$ cat src/rtl/core/skbs_pkg.sv
// Shared constants and control types for the sorted key bound search core.
`timescale 1ns / 1ps

package skbs_pkg;

	localparam int MAX_ENTRIES = 256;
	localparam int ADDR_W      = $clog2(MAX_ENTRIES);
	localparam int POS_W       = 9;
	localparam int KEY_W       = 32;
	localparam int ACT_W       = 2;

	localparam logic [ACT_W-1:0] ACT_WRITE = 2'd0;
	localparam logic [ACT_W-1:0] ACT_FIRST = 2'd1;
	localparam logic [ACT_W-1:0] ACT_LAST  = 2'd2;

	typedef struct packed {
		logic write;
		logic load;
		logic probe;
		logic update;
		logic finish;
	} cmd_t;

	typedef struct packed {
		logic range_empty;
	} status_t;

endpackage

$ cat src/rtl/core/skbs_ctrl.sv
// Controller state machine that sequences the probes of one search request.
`timescale 1ns / 1ps

module skbs_ctrl (
	input  logic                          clk,
	input  logic                          arst_n,
	input  logic                          start,
	input  logic [skbs_pkg::ACT_W-1:0]    action,
	input  skbs_pkg::status_t             status,
	output skbs_pkg::cmd_t                cmd,
	output logic                          busy,
	output logic                          done
);

	import skbs_pkg::*;

	localparam logic [1:0] ST_IDLE    = 2'd0;
	localparam logic [1:0] ST_PROBE   = 2'd1;
	localparam logic [1:0] ST_COMPARE = 2'd2;

	logic [1:0] state_q;
	logic [1:0] state_d;
	logic       done_q;
	logic       accept;
	logic       is_search;

	assign busy   = (state_q != ST_IDLE);
	assign accept = start && !busy;
	assign done   = done_q;

	always_comb begin
		is_search = 1'b0;
		case (action) inside
			ACT_FIRST, ACT_LAST: is_search = 1'b1;
			default:             is_search = 1'b0;
		endcase
	end

	always_comb begin
		state_d    = state_q;
		cmd        = '0;
		cmd.write  = accept && (action == ACT_WRITE);
		cmd.load   = accept && is_search;
		case (state_q)
			ST_IDLE: begin
				if (cmd.load) begin
					state_d = ST_PROBE;
				end
			end
			ST_PROBE: begin
				if (status.range_empty) begin
					cmd.finish = 1'b1;
					state_d    = ST_IDLE;
				end else begin
					cmd.probe = 1'b1;
					state_d   = ST_COMPARE;
				end
			end
			ST_COMPARE: begin
				cmd.update = 1'b1;
				state_d    = ST_PROBE;
			end
			default: begin
				state_d = ST_IDLE;
			end
		endcase
	end

	always_ff @(posedge clk or negedge arst_n) begin
		if (!arst_n) begin
			state_q <= ST_IDLE;
			done_q  <= 1'b0;
		end else begin
			state_q <= state_d;
			done_q  <= cmd.finish;
		end
	end

	a_done_after_probe: assert property (@(posedge clk) disable iff (!arst_n)
		done |-> $past(state_q) == ST_PROBE)
		else $error("result strobe without a finishing probe state");

	a_compare_returns: assert property (@(posedge clk) disable iff (!arst_n)
		state_q == ST_COMPARE |=> state_q == ST_PROBE)
		else $error("compare state did not return to probe");

	a_search_starts: assert property (@(posedge clk) disable iff (!arst_n)
		cmd.load |=> state_q == ST_PROBE)
		else $error("accepted search did not enter probe state");

	a_no_write_when_busy: assert property (@(posedge clk) disable iff (!arst_n)
		busy |-> !cmd.write && !cmd.load)
		else $error("request taken while busy");

endmodule

$ cat config.mk
export PLATFORM = sky130hd
export DESIGN_NAME = skbs_ctrl
export DESIGN_NICKNAME = d
export VERILOG_FILES = /design/src/rtl/core/skbs_pkg.sv /design/src/rtl/core/skbs_ctrl.sv
export SDC_FILE = /design/constraint.sdc
export NUM_CORES = 1
export LEC_CHECK = 0
export BUFFER_PORTS_ARGS = -buffer_cell sky130_fd_sc_hd__buf_4
export CAP_MARGIN = 20
export CELL_PAD_IN_SITES_DETAIL_PLACEMENT = 0
export CELL_PAD_IN_SITES_GLOBAL_PLACEMENT = 1
export CORE_AREA = 2 2 39 41
export DETAILED_ROUTE_END_ITERATION = 12
export DIE_AREA = 0 0 41 43
export PLACE_DENSITY = 0.39
export SLEW_MARGIN = 20
export SYNTH_ARGS = -nofsm -noshare
export SYNTH_HDL_FRONTEND = slang
export SYNTH_SLANG_ARGS = --single-unit
$ cat constraint.sdc
create_clock -name clk -period 1.2 [get_ports clk]
set_clock_uncertainty 0.1 [all_clocks]
set_input_delay 0.12 -clock clk [delete_from_list [all_inputs] [get_ports clk]]
set_output_delay 0.12 -clock clk [all_outputs]
set_load 0.03 [all_outputs]
==> impl_metrics.toml <==
[outcome]
status = "complete, but fails checks"
failed_checks = "negative setup slack"

[final_layout]
drive_gt1_share_pct = 65.0
layout.cell_area.non_filler_um2 = 399
net_count_of_the_finished_layout = 48
nFillCells = 153
area_delta_synth_final_pct = 151
antenna_cells = 0

[sta]
hold_slack_ns = 0.0703
worst_slew_pin_slew_ns = 0.156
timing.max_slew.rel_slack_pct = 89.6
timing.final.crit_share_pct = 115
grt_setup_unrepaired = "yes"
final_slew_viol_count = 0
final.setup.worst_slack_ns = -0.182
hold_viol_final = 0
fmaxAchievable_mhz = 724
finalSetupViolCount = 6
post-route-min-period_ns = 1.38

[cts]
tritoncts = "done"
tritoncts.num_buffers = 3
numClockSinks = 3
clock_tree.root_cell = "sky130_fd_sc_hd__clkbuf_4"
path_clk_slew_ns = 0.04
clkLatencyLatePin_ns = 0.23
cts_buffer_depth = 2
h-tree-depth = 1

[route]
dr.pass1.iters = 2
detail_route.wl_per_cell_um = 8.95
num_vias = 216
wirelength_um = 501
detailedRoute.firstIterationViolations = 1
final_antenna_net_count = 0
route.detailed.vias_per_inst = 3.86
remaining_drc_errors = 0

[min_path]
worst_hold_class = "primary input to flop"

[synthesis]
synth_area_um2 = 159
synth.yosys.seq_area_share_pct = 47.2
synth_cell_type_count = 10
synth.avg_cell_area_um2 = 9.35
synthCells = 17
ys.warnings.count = 0
syn-num-nets = 24
ys_seq_elements = 3

[placed_design]
gp_routability_congestion = 0.489
port-buffer-count = 12
detailed_place_hpwl_um = 381
dpl_worst_slack_ns = 0.00598
dpl-instance-area_um2 = 282

[floorplan]
initial_core_util_pct = 11.5
fp.dieW_um = 41
die_h_um = 43
num_rows = 14
ioPinCount = 13
core_box_area_mm2 = 0.00138
fp.dieArea_mm2 = 0.00176

[grt]
wire_length_of_the_first_global_routing_pass_um = 724
number_of_antenna_violations_at_the_first_check_in_global_routing = 0
track_usage_pct = 6.94
globalRoute.totalOverflow = 0
grt_max_degree = 6
first_global_vias = 186

[job]
maxCapViolations = 0

[power_and_ir_drop]
post-layout-total-power_mw = 0.507
vdd_ir_drop_max_mv = 0.610
power.density_mw_per_mm2 = 1270
power.static_leakage_nw = 0.204

[setup_path]
crit_fanout = 4
crit_type = "flop to output pin"
worstSetupStartpointType = "flop"
critPathCaptureType = "output pin"
critPathArrivalTime_ns = 1.16
minimum_setup_slack_among_reg_to_reg_paths_ns = 0.13
crit_required_ns = 0.98
timing repair:
item                                    CTS  global route
setup buffers                             2             2
pin swaps                                 2             3
endpoints found under the hold margin     4             0
hold buffers                              2             0
gates resized for setup                   3             8
endpoints found under the setup margin    6             6
critical path, cell delays in order, from the launching register on:
cell and delay [ns]:
sky130_fd_sc_hd__dfrtp_1 0.41, sky130_fd_sc_hd__buf_4 0.15, sky130_fd_sc_hd__and3b_2 0.25, sky130_fd_sc_hd__buf_6 0.13
per-stage QoR:
step | utilization [%] | instances | TNS, ns
after floorplan | - | 17 | -0.340
after global placement | 20.3 | 46 | 0
after detailed placement | 20.3 | 46 | 0
after CTS | 25.5 | 54 | -0.888
after global routing | 28.8 | 56 | -1.20
final | 28.8 | 56 | -0.909
per-layer routing:
layer  vias to the layer above  GRT usage [%]  wire length (um)
met5                         -              0                 0
met4                         0           8.00                 8
met3                         2           5.76                84
met2                        15           8.13               221
met1                        98           6.47               187
li1                        101              -                 -
final timing paths:
kind	from	endpoint	cells past startpoint
max	state_q[1]$_DFFE_PN0P_	cmd[0]	3
min	start	state_q[0]$_DFFE_PN0P_	3
max reg2reg	state_q[1]$_DFFE_PN0P_	state_q[0]$_DFFE_PN0P_	4
min reg2reg	state_q[0]$_DFFE_PN0P_	state_q[0]$_DFFE_PN0P_	2
max in group asynchronous	arst_n	state_q[1]$_DFFE_PN0P_	2
min in group asynchronous	arst_n	state_q[0]$_DFFE_PN0P_	2
cell usage in the layout (no fill, tap or decap):
cell type and count:
sky130_fd_sc_hd__nor2b_4 1, sky130_fd_sc_hd__nand2_1 2, sky130_fd_sc_hd__buf_4 12, sky130_fd_sc_hd__nor3b_1 1, sky130_fd_sc_hd__dlygate4sd3_1 2, sky130_fd_sc_hd__nor3b_2 1, sky130_fd_sc_hd__clkbuf_1 1, sky130_fd_sc_hd__nor2_4 2
sky130_fd_sc_hd__buf_6 5, sky130_fd_sc_hd__inv_1 2, sky130_fd_sc_hd__or2_4 1, sky130_fd_sc_hd__ha_1 1, sky130_fd_sc_hd__and3b_2 1, sky130_fd_sc_hd__dfrtp_1 3, sky130_fd_sc_hd__clkbuf_4 3, sky130_fd_sc_hd__a21oi_1 1
sky130_fd_sc_hd__nor2_1 1
report_power, final:
part / switching [mW] / internal (mW) / leakage [nW] / total (mW)
clock network: 0.0522 / 0.125 / 0.0150 / 0.177
logic: 0.106 / 0.103 / 0.149 / 0.210
registers: 0.00736 / 0.113 / 0.0399 / 0.120
flip-flops by register name (all words and copies together), names as in the netlist:
| register | count |
|---|---|
| state_q | 2 |
| done | 1 |
cells by family after synthesis:
| group | share of synthesized area, % |
|---|---|
| AOI/OAI and AO/OA | 3.15 |
| and+or+nand+nor | 37.0 |
| adders and majority gates | 7.87 |
| DFF | 47.2 |
| buffers and inverters | 4.73 |
Yosys cell counts (all sizes together):
master,number,area share [%]
and3b,1,6.3
or2,1,5.5
nor2b,1,3.9
inv,2,4.7
a21oi,1,3.1
ha,1,7.9
nor3b,2,9.4
nor2,3,7.1
dfrtp,3,47
nand2,2,4.7
cell type report:
class                   count  area [um^2]  area share [%]
multi-input cells          12          104            26.0
well taps                  16         20.0            5.02
flip-flops and latches      3         75.1            18.8
inverters                   2         7.51            1.88
clock buffers               4         26.3            6.58
repair buffers             19          166            41.7
Power figures use the tool's default switching activity.
